==> config.mk <==
export PLATFORM = sky130hd
export DESIGN_NAME = fpa_div_stage
export DESIGN_NICKNAME = d
export VERILOG_FILES = /design/src/rtl/fpa_pkg.sv /design/src/rtl/fpa_div_stage.sv
export SDC_FILE = /design/constraint.sdc
export NUM_CORES = 1
export LEC_CHECK = 0
export BUFFER_PORTS_ARGS = -buffer_cell sky130_fd_sc_hd__buf_2
export CORE_AREA = 2 2 160 162
export DETAILED_ROUTE_END_ITERATION = 7
export DIE_AREA = 0 0 162 164
export GPL_ROUTABILITY_DRIVEN = 0
export PLACE_DENSITY = 0.77
export SLEW_MARGIN = 20
export SYNTH_ARGS = -nofsm -noshare
export SYNTH_HDL_FRONTEND = slang
export SYNTH_SLANG_ARGS = --single-unit
==> constraint.sdc <==
create_clock -name clk -period 11.65 [get_ports clk]
set_input_delay 0.5825 -clock clk [delete_from_list [all_inputs] [get_ports clk]]
set_output_delay 0.5825 -clock clk [all_outputs]
set_load 0.03 [all_outputs]
==> src/rtl/fpa_pkg.sv <==
// Shared types and constants of the fixed-point arithmetic unit.
// No dependencies; every rtl file imports it.
package fpa_pkg;

  localparam int DATA_W     = 32;
  localparam int CFG_W      = 6;
  localparam int PROD_W     = 2 * DATA_W;
  localparam int DIV_STEPS  = PROD_W;
  localparam int MAX_WIDTH_DEF = 32;

  localparam logic [1:0] OP_ADD = 2'd0;
  localparam logic [1:0] OP_SUB = 2'd1;
  localparam logic [1:0] OP_MUL = 2'd2;
  localparam logic [1:0] OP_DIV = 2'd3;

  localparam logic CFG_INT_BITS  = 1'b0;
  localparam logic CFG_FRAC_BITS = 1'b1;

  typedef struct packed {
    logic [1:0]        req_type;
    logic [DATA_W-1:0] operand_a;
    logic [DATA_W-1:0] operand_b;
  } req_t;

  typedef struct packed {
    logic [DATA_W-1:0] result_value;
    logic              divide_by_zero;
  } rsp_t;

  // One pipeline stage: num carries operand, product or numerator;
  // divisor the right magnitude; rem and quo the division state.
  typedef struct packed {
    logic              valid;
    logic [1:0]        op;
    logic              zero_w;
    logic              sa;
    logic              sb;
    logic              neg;
    logic              dz;
    logic [CFG_W-1:0]  f;
    logic [DATA_W-1:0] mask;
    logic [PROD_W-1:0] num;
    logic [DATA_W-1:0] divisor;
    logic [DATA_W:0]   rem;
    logic [DATA_W-1:0] quo;
  } stage_t;

endpackage

==> src/rtl/fpa_div_stage.sv <==
// One registered restoring-division step of the fixed-point unit.
// Depends on fpa_pkg.
module fpa_div_stage (
  input  logic            clk,
  input  logic            rst,
  input  logic            adv,
  input  fpa_pkg::stage_t d,
  output fpa_pkg::stage_t q
);
  import fpa_pkg::*;

  stage_t          q_next;
  logic [DATA_W:0] trial;

  always_comb begin
    q_next = d;
    trial  = {d.rem[DATA_W-1:0], d.num[PROD_W-1]};
    if (d.valid && d.op == OP_DIV) begin
      q_next.num = {d.num[PROD_W-2:0], 1'b0};
      if (trial >= {1'b0, d.divisor}) begin
        q_next.rem = trial - {1'b0, d.divisor};
        q_next.quo = {d.quo[DATA_W-2:0], 1'b1};
      end else begin
        q_next.rem = trial;
        q_next.quo = {d.quo[DATA_W-2:0], 1'b0};
      end
    end
  end

  always_ff @(posedge clk) begin
    if (rst) begin
      q.valid <= 1'b0;
    end else if (adv) begin
      q <= q_next;
    end
  end

endmodule

Word level (Yosys, flattened, before mapping)
Cells that the tools add are included.
Word-level totals
  logic and storage cells: 23
  register bits: 207
  output and inout port bits: 207
Operators by class
  add/sub/neg operators: 1
  equality and inequality tests: 1
  magnitude comparators: 1
  bitwise operators: 1
  mux-type cells: 3
  reduce and logical (&&, ||, !) cells: 2
Operators by type and width (number)
  $mux W65: 2
  $mux W64: 1
  $ge A33 B32 Y1: 1
  $sub A33 B32 Y33: 1
  $eq A2 B2 Y1 const B: 1
  $reduce_and A2 Y1: 1
  $logic_and A1 B1 Y1: 1
  $not A1 Y1: 1

Logic depth before layout (Yosys ltp)
Gate-level depths: netlist of the first run.
  depth in word-level cells: 3
  mapped depth: 15
  mapped depth without buffers: 13

Worst setup path before layout of the first run
OpenSTA, ideal clock, no wires.
  path kind: input to register
  start point: in rst
  end point: reg q[0] (netlist name) (enable)
  setup slack: 1147 ps
  buffers on the path: 0
  stages: 1
  data required time: 10846 ps
  arrival time: 9699 ps
  path through: nor2b_1
On the way
  word-level cells in the longest chain between the ends: 2
Ends and longest elaborated chain
  start, declared: RTL line fpa_div_stage.sv:5  | input logic rst,
  $not A1 Y1 (no source line)
  $reduce_and A2 Y1 (no source line)
  end signal, assigned: RTL line fpa_div_stage.sv:34  | q <= q_next;
  end, declared: RTL line fpa_div_stage.sv:8  | output fpa_pkg::stage_t q
No other way between the ends.
A chain may end at the register's enable or synchronous reset.

==> results of run 1 <==
-- critical path, delay by kind of cell --
kind / cells / cell delay [ps]
buffers and inverters: 1 / 120
AOI/OAI and AO/OA: 5 / 1210
and+or+nand+nor: 4 / 1210
adders and majority gates: 1 / 390
-- cell type report --
class                      instances  area [sq um]  share of cell area (%)
antenna                            1          2.50                  0.0190
clock buffer                      27           591                    4.47
clock inverter                    15           218                    1.65
inverter                          38           143                    1.08
multi-input combinational        656          3520                    26.6
sequential                       207          6210                    47.0
tap                              330           413                    3.13
timing repair buffer             420          2120                    16.0
-- stage by stage --
step                      hold WS (ps)  area [sq um]  util (%)  worst slack, ps
after floorplan                    630         10100         -             1150
after global placement             469         12400      49.9             7780
after detailed placement           484         12400      49.9             7630
after CTS                          215         13200      53.2             8100
after global routing               212         13200      53.2             8100
final                              235         13200      53.2             8400
-- routing by layer --
metal	global-route usage [%]	vias up
met1	25.5	4021
met2	38.8	368
met5	0	-
li1	-	4122
met3	5.05	48
met4	5.67	2
-- logic make-up (layout without fill, tap and decap cells) --
kind of cell    count (synthesis)  count (layout)  share of synthesized area (%)
fa+ha+maj                      33              33                           4.18
compound gates                169             169                           10.5
simple gates                  421             421                           17.0
flops                         207             207                           61.7
xor+xnor                       24              24                           2.09
mux                             9               9                          0.895
buf+inv                        87             500                           3.72
other cells                     0               1                              0
-- Yosys cell counts (all sizes together), types with 3 or more instances --
| cell type | instances | area [sq um] |
|---|---|---|
| buf | 18 | 114 |
| o211ai | 3 | 22.5 |
| a2111oi | 3 | 51.3 |
| o21ai | 48 | 244 |
| o21a | 9 | 67.6 |
| ha | 32 | 400 |
| and2 | 3 | 18.8 |
| nor2b | 3 | 18.8 |
| mux2i | 9 | 90.1 |
| nand2 | 332 | 1250 |
| a21o | 19 | 143 |
| a21oi | 58 | 298 |
| nor3 | 7 | 35.0 |
| xor2 | 11 | 96.3 |
| a31oi | 9 | 62.6 |
| clkbuf | 31 | 118 |
| nand3 | 13 | 65.1 |
| inv | 38 | 143 |
| nor2 | 34 | 128 |
| and4 | 3 | 26.3 |
| xnor2 | 13 | 114 |
| edfxtp | 206 | 6190 |
| a211oi | 4 | 30.0 |
| nand4 | 12 | 75.1 |
| a31o | 3 | 26.3 |
| and3 | 6 | 37.5 |
-- power breakdown --
| part | total (uW) | switching, uW | internal [uW] |
|---|---|---|---|
| registers | 896 | 13.0 | 883 |
| clock network | 779 | 303 | 476 |
| logic | 404 | 275 | 129 |
| total | 2080 | 591 | 1490 |
-- path summary, 6_finish.rpt --
kind	endpoint	cells after the start	startpoint
min	q[163]$_DFFE_PP_	1	d[163]
max reg2reg	q[206]$_SDFFE_PP0P_	2	q[206]$_SDFFE_PP0P_
max	q[64]$_DFFE_PP_	11	d[57]
min reg2reg	q[206]$_SDFFE_PP0P_	2	q[206]$_SDFFE_PP0P_
==> key figures, run 1 <==
Outcome
  • Outcome: finished clean

Clock tree
  • CTS clock-pin slew for the worst setup and hold paths: 60 ps
  • Root Driver: clkbuf_16
  • Setup Buffers After CTS: 0
  • Clock Sinks: 207
  • Post-cts sizing count: 0
  • H-tree level count: 1
  • Max clock buf depth: 3
  • Clk Latency, worst-skew pair: 510 ps
  • CTS tree: built
  • CTS Buf Count: 23
  • Hold_buf cts: 0

Synthesis
  • Mapped Area: 0.0101 sq mm
  • Register area share after synthesis: 61.7%
  • Main synth FF type: edfxtp_1
  • Syn_area_per_cell: 10.6 sq um
  • Yosys cell types: 57
  • Post-synth net total: 1,193
  • Warnings from Yosys: 0
  • Number of synthesized flops with an enable pin: 206
  • Ys async rst share: 0%
  • Cells after synthesis: 950
  • Yosys reg bits: 207

Floorplan
  • Area of the core: 0.0248 sq mm
  • Initial core utilization: 40.6%
  • # IOs: 417
  • Rows: 58
  • Die Y: 164 um
  • Total die area: 0.0266 sq mm
  • Die W: 162 um

Worst setup path
  • Crit. End Element: flop
  • Crit Path Class: primary input to flop
  • CP startpoint kind: primary input
  • Critical-path cell list: buf_2, ha_1, a21oi_2, o22ai_1, a2111oi_4, a211oi_1, a2111oi_0, and3_4, nor2_1, or4b_1, nand3_1
  • Critical-path top delay cell: and3_4
  • Arrival @ worst endpoint: 3510 ps
  • Crit-path max cell delay: 690 ps
  • Crit Path Max Fanout: 59
  • R2r setup slk: 11,070 ps
  • Worst Path Required: 11,910 ps

Pwr
  • Static Leakage: 0.00605 uW
  • Power density cells: 157 mW/mm^2
  • Total power: 2080 uW
  • Max VDD drop: 120 uV

Route
  • Top layer in use: met5
  • Pre-antenna DRT Iters: 5
  • Vias: 8,561
  • Via density: 5.05
  • Wl on met1: 11.6 mm
  • WL/cell: 17.8 um
  • Residual DRC: 0
  • Met3 Routed Length: 2.42 mm
  • Initial DRC count: 759
  • WL final: 30.2 mm
  • DRT antenna net count: 0
  • Met2 wire len: 15.5 mm

Layout
  • Synth-to-layout area growth: 31.2%
  • Most flop-heavy register: q
  • Post-Layout Cell Count: 1,694
  • Commonest non-fill, non-tap cell in the layout: buf_2
  • Most frequent cells in the layout: 416 x buf_2, 332 x nand2_1, 206 x edfxtp_1
  • Layout cells sized above 1: 34.6%
  • Max reg flops: 207
  • Largest regs: q: 207 flops
  • Fill cells: 2,208
  • Final nets: 1,589

Timing
  • Tcrit/Tclk final: 27.9%
  • Setup Skew: 0 ps
  • Setup-failing EPs final: 0
  • Crit path time final: 3250 ps
  • Setup TNS: 0 ps
  • Max Clock Freq: 308 MHz
  • Worst slew pin tran: 1090 ps
  • Final hold viol count: 0
  • Relative max-transition margin: 27.2%
  • RSZ-0062 raised after global routing: false
  • Max-slew violations: 0

Placed design
  • Dpl hpwl: 22.3 mm
  • Placed insts: 1,651
  • Port Buffer Count: 416

Flow run
  • Max Cap Viol: 0

GRT
  • Total gr overflow: 0
  • First-pass GRT wire length: 44.6 mm
  • Vias in the first global route: 8,287
  • Largest net degree at the start of global routing: 91
  • Initial antenna violation count: 5
  • GRT Util Overall: 21.4%

Worst hold path
  • Tightest Hold Check Type: primary input to flop
Note: power is estimated with default switching activity, not from simulation.
==> run 2, diff against run 1 <==
CORE_AREA = 2 2 164 166   (was 2 2 160 162)
DIE_AREA = 0 0 166 168   (was 0 0 162 164)
clock period = 2.9 ns   (was 11.65 ns; I/O delays follow)
==> run 2 against run 1 <==
Compared with the run above: hold slack lost 180 ps; total power grew to 4.2 times the previous value; non-clock buffer count grew 287; critical endpoint is now q[63]$_DFFE_PP_; global-route usage grew 3.8 points; first-iteration DRC count grew 53%; sequential power grew to 4.0 times the previous value; via count grew 20%; utilization grew 7.8 points; clock power grew to 3.9 times the previous value; count of clock-buffer cells in the layout shrank 1.
==> key figures, run 2 (synthesis results as in run 1) <==
Pwr
  • Switching part of the total: 29.5%
  • Internal power: 6130 uW
  • Max VDD drop: 551 uV
  • Power density cells: 540 mW/mm^2
  • Clk pwr share: 34.6%
  • Combinational cell fraction of total power: 23.8%
  • Total power: 8690 uW
  • Sequential power share: 41.5%
  • Static Leakage: 0.00732 uW
  • Switching pwr: 2560 uW

Floorplan
  • Rows: 60
  • Die W: 166 um
  • # IOs: 417
  • Total die area: 0.0279 sq mm
  • Die Y: 168 um
  • Initial core utilization: 38.2%
  • Area of the core: 0.0264 sq mm

Route
  • Pre-antenna DRT Iters: 6
  • Initial DRC count: 1,162
  • Residual DRC: 0
  • WL/cell: 18.8 um
  • Vias: 10,300
  • DRT antenna net count: 0
  • Via density: 5.16
  • WL final: 37.6 mm

Layout
  • Final nets: 1,877
  • Most frequent cells in the layout: 416 x buf_2, 332 x nand2_1, 242 x dlygate4sd3_1
  • Synth-to-layout area growth: 59.7%
  • Commonest non-fill, non-tap cell in the layout: buf_2
  • Fill cells: 1,909
  • Largest regs: q: 207 flops
  • Most flop-heavy register: q
  • Register area: 0.00621 sq mm
  • Max reg flops: 207
  • Utilization after layout: 61.0%
  • Multi-input gate area: 0.00356 sq mm
  • Layout cells sized above 1: 31.9%

Timing
  • Final hold viol count: 0
  • RSZ-0062 raised after global routing: false
  • Tcrit/Tclk final: 97.8%
  • Setup-failing EPs final: 0
  • Setup Skew: 0 ps
  • Max-slew violations: 0
  • Worst slew pin tran: 831 ps
  • Setup WS post-layout: 63.5 ps
  • Hold_ws: 54.0 ps
  • Crit path time final: 2840 ps
  • Max Clock Freq: 353 MHz
  • Relative max-transition margin: 44.6%

Outcome
  • Outcome: finished clean

GRT
  • Initial antenna violation count: 4
  • GRT Util Overall: 25.2%
  • Total gr overflow: 0
  • Vias in the first global route: 10,400
  • Largest net degree at the start of global routing: 115
  • First-pass GRT wire length: 56.2 mm

Worst setup path
  • Arrival @ worst endpoint: 3110 ps
  • CP startpoint: d[71]
  • Crit Path Class: primary input to flop
  • CP startpoint kind: primary input
  • Crit Path Max Fanout: 3
  • Crit-path max cell delay: 540 ps
  • Critical-path top delay cell: dlygate4sd3_1
  • Reg2reg start: q[206]$_SDFFE_PP0P_
  • Worst Path Required: 3170 ps
  • Critical-path cell list: dlygate4sd3_1, buf_2, inv_1, ha_1, a21oi_2, nand2_1, o21ai_1, nand2_1, a31oi_4, o21ai_2, or4_1, o311a_1, a31o_1
  • Most used cell, CP: nand2_1
  • Crit. End Element: flop

Clock tree
  • Root Driver: clkbuf_16
  • H-tree level count: 1
  • Max clock buf depth: 3
  • Clock Sinks: 207
  • CTS Buf Count: 24
  • CTS clock-pin slew for the worst setup and hold paths: 60 ps
  • CTS tree: built
  • Clk Latency, worst-skew pair: 510 ps

Placed design
  • Dpl hpwl: 22.9 mm
  • Placement Setup Slack: -207 ps
  • Port Buffer Count: 416

Worst hold path
  • Tightest Hold Check Type: primary input to flop
  • Min-delay src: d[63]

Flow run
  • Max Cap Viol: 0
==> run 2: changes by cell type in the layout (fill, tap and decap cells not counted), moves of 3 or more <==
| cell | previous run | this run |
|---|---|---|
| bufinv_16 | 5 | 2 |
| buf_12 | 0 | 4 |
| clkbuf_1 | 4 | 1 |
| clkbuf_16 | 23 | 27 |
| dlygate4sd3_1 | 0 | 242 |
| clkinv_2 | 3 | 8 |
| buf_4 | 3 | 42 |
==> run 2: cell type report <==
cell class / instances / share of cell area [%]
Sequential cell: 207 / 38.6
Multi-Input combinational cell: 656 / 22.1
Tap cell: 341 / 2.65
Timing Repair Buffer: 707 / 30.9
Inverter: 38 / 0.887
Antenna cell: 3 / 0.0467
Clock inverter: 17 / 0.926
Clock buffer: 26 / 3.91
==> run 2: metal layers <==
metal / routed length, um / GRT usage (%)
met5: 15 / 0
met4: 2130 / 12.4
met3: 3220 / 5.52
met2: 18800 / 45.2
met1: 13400 / 28.5
==> run 2: power by group through the flow <==
stage          clock, uW  combinational, uW  sequential [uW]
2_1_floorplan          0                633             4100
3_3_place_gp           0               1650             3650
3_5_place_dp           0               1680             3660
4_1_cts             3060               1960             3600
5_1_grt             3180               2200             3620
6_report            3010               2070             3610
==> run 2: path summary, 6_finish.rpt <==
kind	end	slack, ps	cells past startpoint
max	q[63]$_DFFE_PP_	60	13
min	q[64]$_DFFE_PP_	50	3
max reg2reg	q[206]$_SDFFE_PP0P_	1760	3
min reg2reg	q[206]$_SDFFE_PP0P_	1060	3
==> run 2: what timing repair did <==
action	4_1_cts	5_1_grt
setup endpoints to repair	0	34
hold endpoints to repair	205	0
hold buffers	242	0
gates resized for setup	0	13
buffers inserted	0	5
==> run 2: worst max-delay path, delay by kind of cell <==
family          cells  cell delay [ps]
compound gates      6             1130
simple gates        3              780
fa+ha+maj           1              260
buf+inv             3              790
==> run 2: stage by stage <==
stage / setup TNS (ps) / instances / cell area, sq um
after floorplan: -157210 / 950 / 10100
after global placement: -163 / 1700 / 12700
after detailed placement: -577 / 1700 / 12700
after CTS: 0 / 1985 / 15900
after global routing: 0 / 1995 / 16100
final: 0 / 1995 / 16100
==> run 3, diff against run 2 <==
BUFFER_PORTS_ARGS = -buffer_cell sky130_fd_sc_hd__buf_4   (was -buffer_cell sky130_fd_sc_hd__buf_2)
CORE_AREA = not set   (was 2 2 164 166)
CORE_UTILIZATION = 40   (was not set)
DIE_AREA = not set   (was 0 0 166 168)
PLACE_DENSITY = 0.79   (was 0.77)
SETUP_SLACK_MARGIN = 0.2   (was not set)
==> run 3 against run 2 <==
Compared with the run above: clock skew is the same; clock power shrank 8.0%; fmax grew 9.7%; via count grew 1.9%; sequential power is essentially flat; worst setup slack gained 250 ps; global-route usage grew 4.8 points; critical path depth shrank 1.
==> key figures, run 3 (synthesis results as in run 1) <==
Route
  • Initial DRC count: 954
  • Via density: 5.29
  • WL final: 39.7 mm
  • Residual DRC: 0
  • Pre-antenna DRT Iters: 7
  • DRT antenna net count: 0
  • Vias: 10,500
  • WL/cell: 20.0 um

Floorplan
  • Initial core utilization: 41.0%
  • Die Y: 161 um
  • Rows: 57
  • Total die area: 0.0258 sq mm
  • # IOs: 417
  • Area of the core: 0.0245 sq mm
  • Die W: 161 um

Layout
  • Largest regs: q: 207 flops
  • Max reg flops: 207
  • Utilization after layout: 69.6%
  • Final nets: 1,885
  • Commonest non-fill, non-tap cell in the layout: buf_4
  • Register area: 0.00621 sq mm
  • Post-route cell area: 0.0171 sq mm
  • Layout cells sized above 1: 31.1%
  • Most flop-heavy register: q
  • Synth-to-layout area growth: 69.6%
  • Fill cells: 1,658
  • Most frequent cells in the layout: 458 x buf_4, 332 x nand2_1, 250 x dlygate4sd3_1
  • Multi-input gate area: 0.00354 sq mm

Worst setup path
  • Arrival @ worst endpoint: 2970 ps
  • Reg2Reg Depth: 3
  • Crit Path Max Fanout: 5
  • Worst Path Required: 3280 ps
  • Reg2reg end: q[206]$_SDFFE_PP0P_
  • R2r setup slk: 1720 ps
  • CP startpoint kind: primary input
  • Reg2reg start: q[206]$_SDFFE_PP0P_
  • Crit Path Class: primary input to flop
  • Crit. End Element: flop

Placed design
  • Port Buffer Count: 416
  • Placement Setup Slack: -227 ps
  • Area post-placement: 0.0138 sq mm
  • Dpl hpwl: 23.2 mm

Pwr
  • Total power: 8670 uW
  • Static Leakage: 0.00767 uW
  • Power density cells: 508 mW/mm^2
  • Max VDD drop: 404 uV

Flow run
  • Max Cap Viol: 0

GRT
  • Total gr overflow: 0
  • Vias in the first global route: 10,800
  • First-pass GRT wire length: 60.1 mm
  • Initial antenna violation count: 1
  • Largest net degree at the start of global routing: 151
  • GRT Util Overall: 30.0%

Clock tree
  • CTS Buf Count: 24
  • Clk Latency, worst-skew pair: 510 ps
  • Setup Buffers After CTS: 0
  • H-tree level count: 1
  • Clock Sinks: 207
  • CTS clock-pin slew for the worst setup and hold paths: 60 ps
  • CTS tree: built
  • Max clock buf depth: 3
  • Root Driver: clkbuf_16

Timing
  • RSZ-0062 raised after global routing: true
  • Max Clock Freq: 387 MHz
  • Relative max-transition margin: 49.7%
  • Setup Skew: 0 ps
  • Setup-failing EPs final: 0
  • Max-slew violations: 0
  • Tcrit/Tclk final: 89.2%
  • Worst slew pin tran: 754 ps
  • Final hold viol count: 0
  • Setup WS post-layout: 315 ps
  • Crit path time final: 2590 ps

Outcome
  • Outcome: finished clean

Worst hold path
  • Hold Path Depth: 3
  • Tightest Hold Check Type: primary input to flop
  • Hold Path Sink: q[32]$_DFFE_PP_
  • Min-delay src: d[32]
[run 3: changes by cell type in the layout (fill, tap and decap cells not counted), sizes merged]
cell / before / now
dlygate4sd3: 242 / 250
buf: 463 / 465
bufinv: 2 / 0
diode: 3 / 1
clkbuf: 28 / 27
clkinv: 12 / 13
[run 3: layout make-up]
class | instances | share of cell area [%]
Tap cell | 324 | 2.37
Clock buffer | 27 | 3.58
Inverter | 38 | 0.835
Clock inverter | 16 | 0.528
Sequential cell | 207 | 36.3
Multi-Input combinational cell | 656 | 20.7
Timing Repair Buffer | 715 | 35.6
Antenna cell | 1 | 0.0147
[run 3: how the worst max path moves through the flow]
stage / from / endpoint / slack, ps
after floorplan: adv / q[0]$_DFFE_PP_ / -760
after global placement: d[53] / q[33]$_DFFE_PP_ / -110
after detailed placement: d[53] / q[41]$_DFFE_PP_ / -230
after CTS: d[78] / q[64]$_DFFE_PP_ / 220
after global routing: d[78] / q[64]$_DFFE_PP_ / 160
final: d[78] / q[64]$_DFFE_PP_ / 310
[run 3: what timing repair did]
action                                  CTS  global route
endpoints found under the setup margin    0            10
hold endpoints to repair                201             0
hold buffers                            250             0
resized for setup                         0             7
[run 3: metrics by stage]
stage,hold slack [ps],TNS [ps],cells
after floorplan,217,-157210,950
after global placement,323,-2510,1690
after detailed placement,325,-6030,1690
after CTS,2.88,0,1983
after global routing,36.2,0,1984
final,28.7,0,1984
[run 3: per-layer routing]
metal  track usage, %  wire length, um  share of wire (%)  vias up
li1                 -                -                  -     4714
met1             33.1            14500                 37     4985
met2             54.6            20000                 50      621
met3             5.40             2770                7.0      166
met4             15.8             2420                6.1        0
met5                0                0                  0        -
[run 3: power by group]
part | internal, uW | total, uW | switching (uW)
combinational | 1020 | 2280 | 1250
clock | 1520 | 2770 | 1250
sequential | 3550 | 3630 | 80.6
[run 3: worst max-delay path: stages]
cell and delay [ps]:
dlygate4sd3_1 530, buf_4 110, inv_1 40, ha_1 370
nand2_1 100, nor3_1 240, and4_1 220, a31oi_1 40
and3_2 280, nor2_2 330, or4b_1 460, nand3_1 90
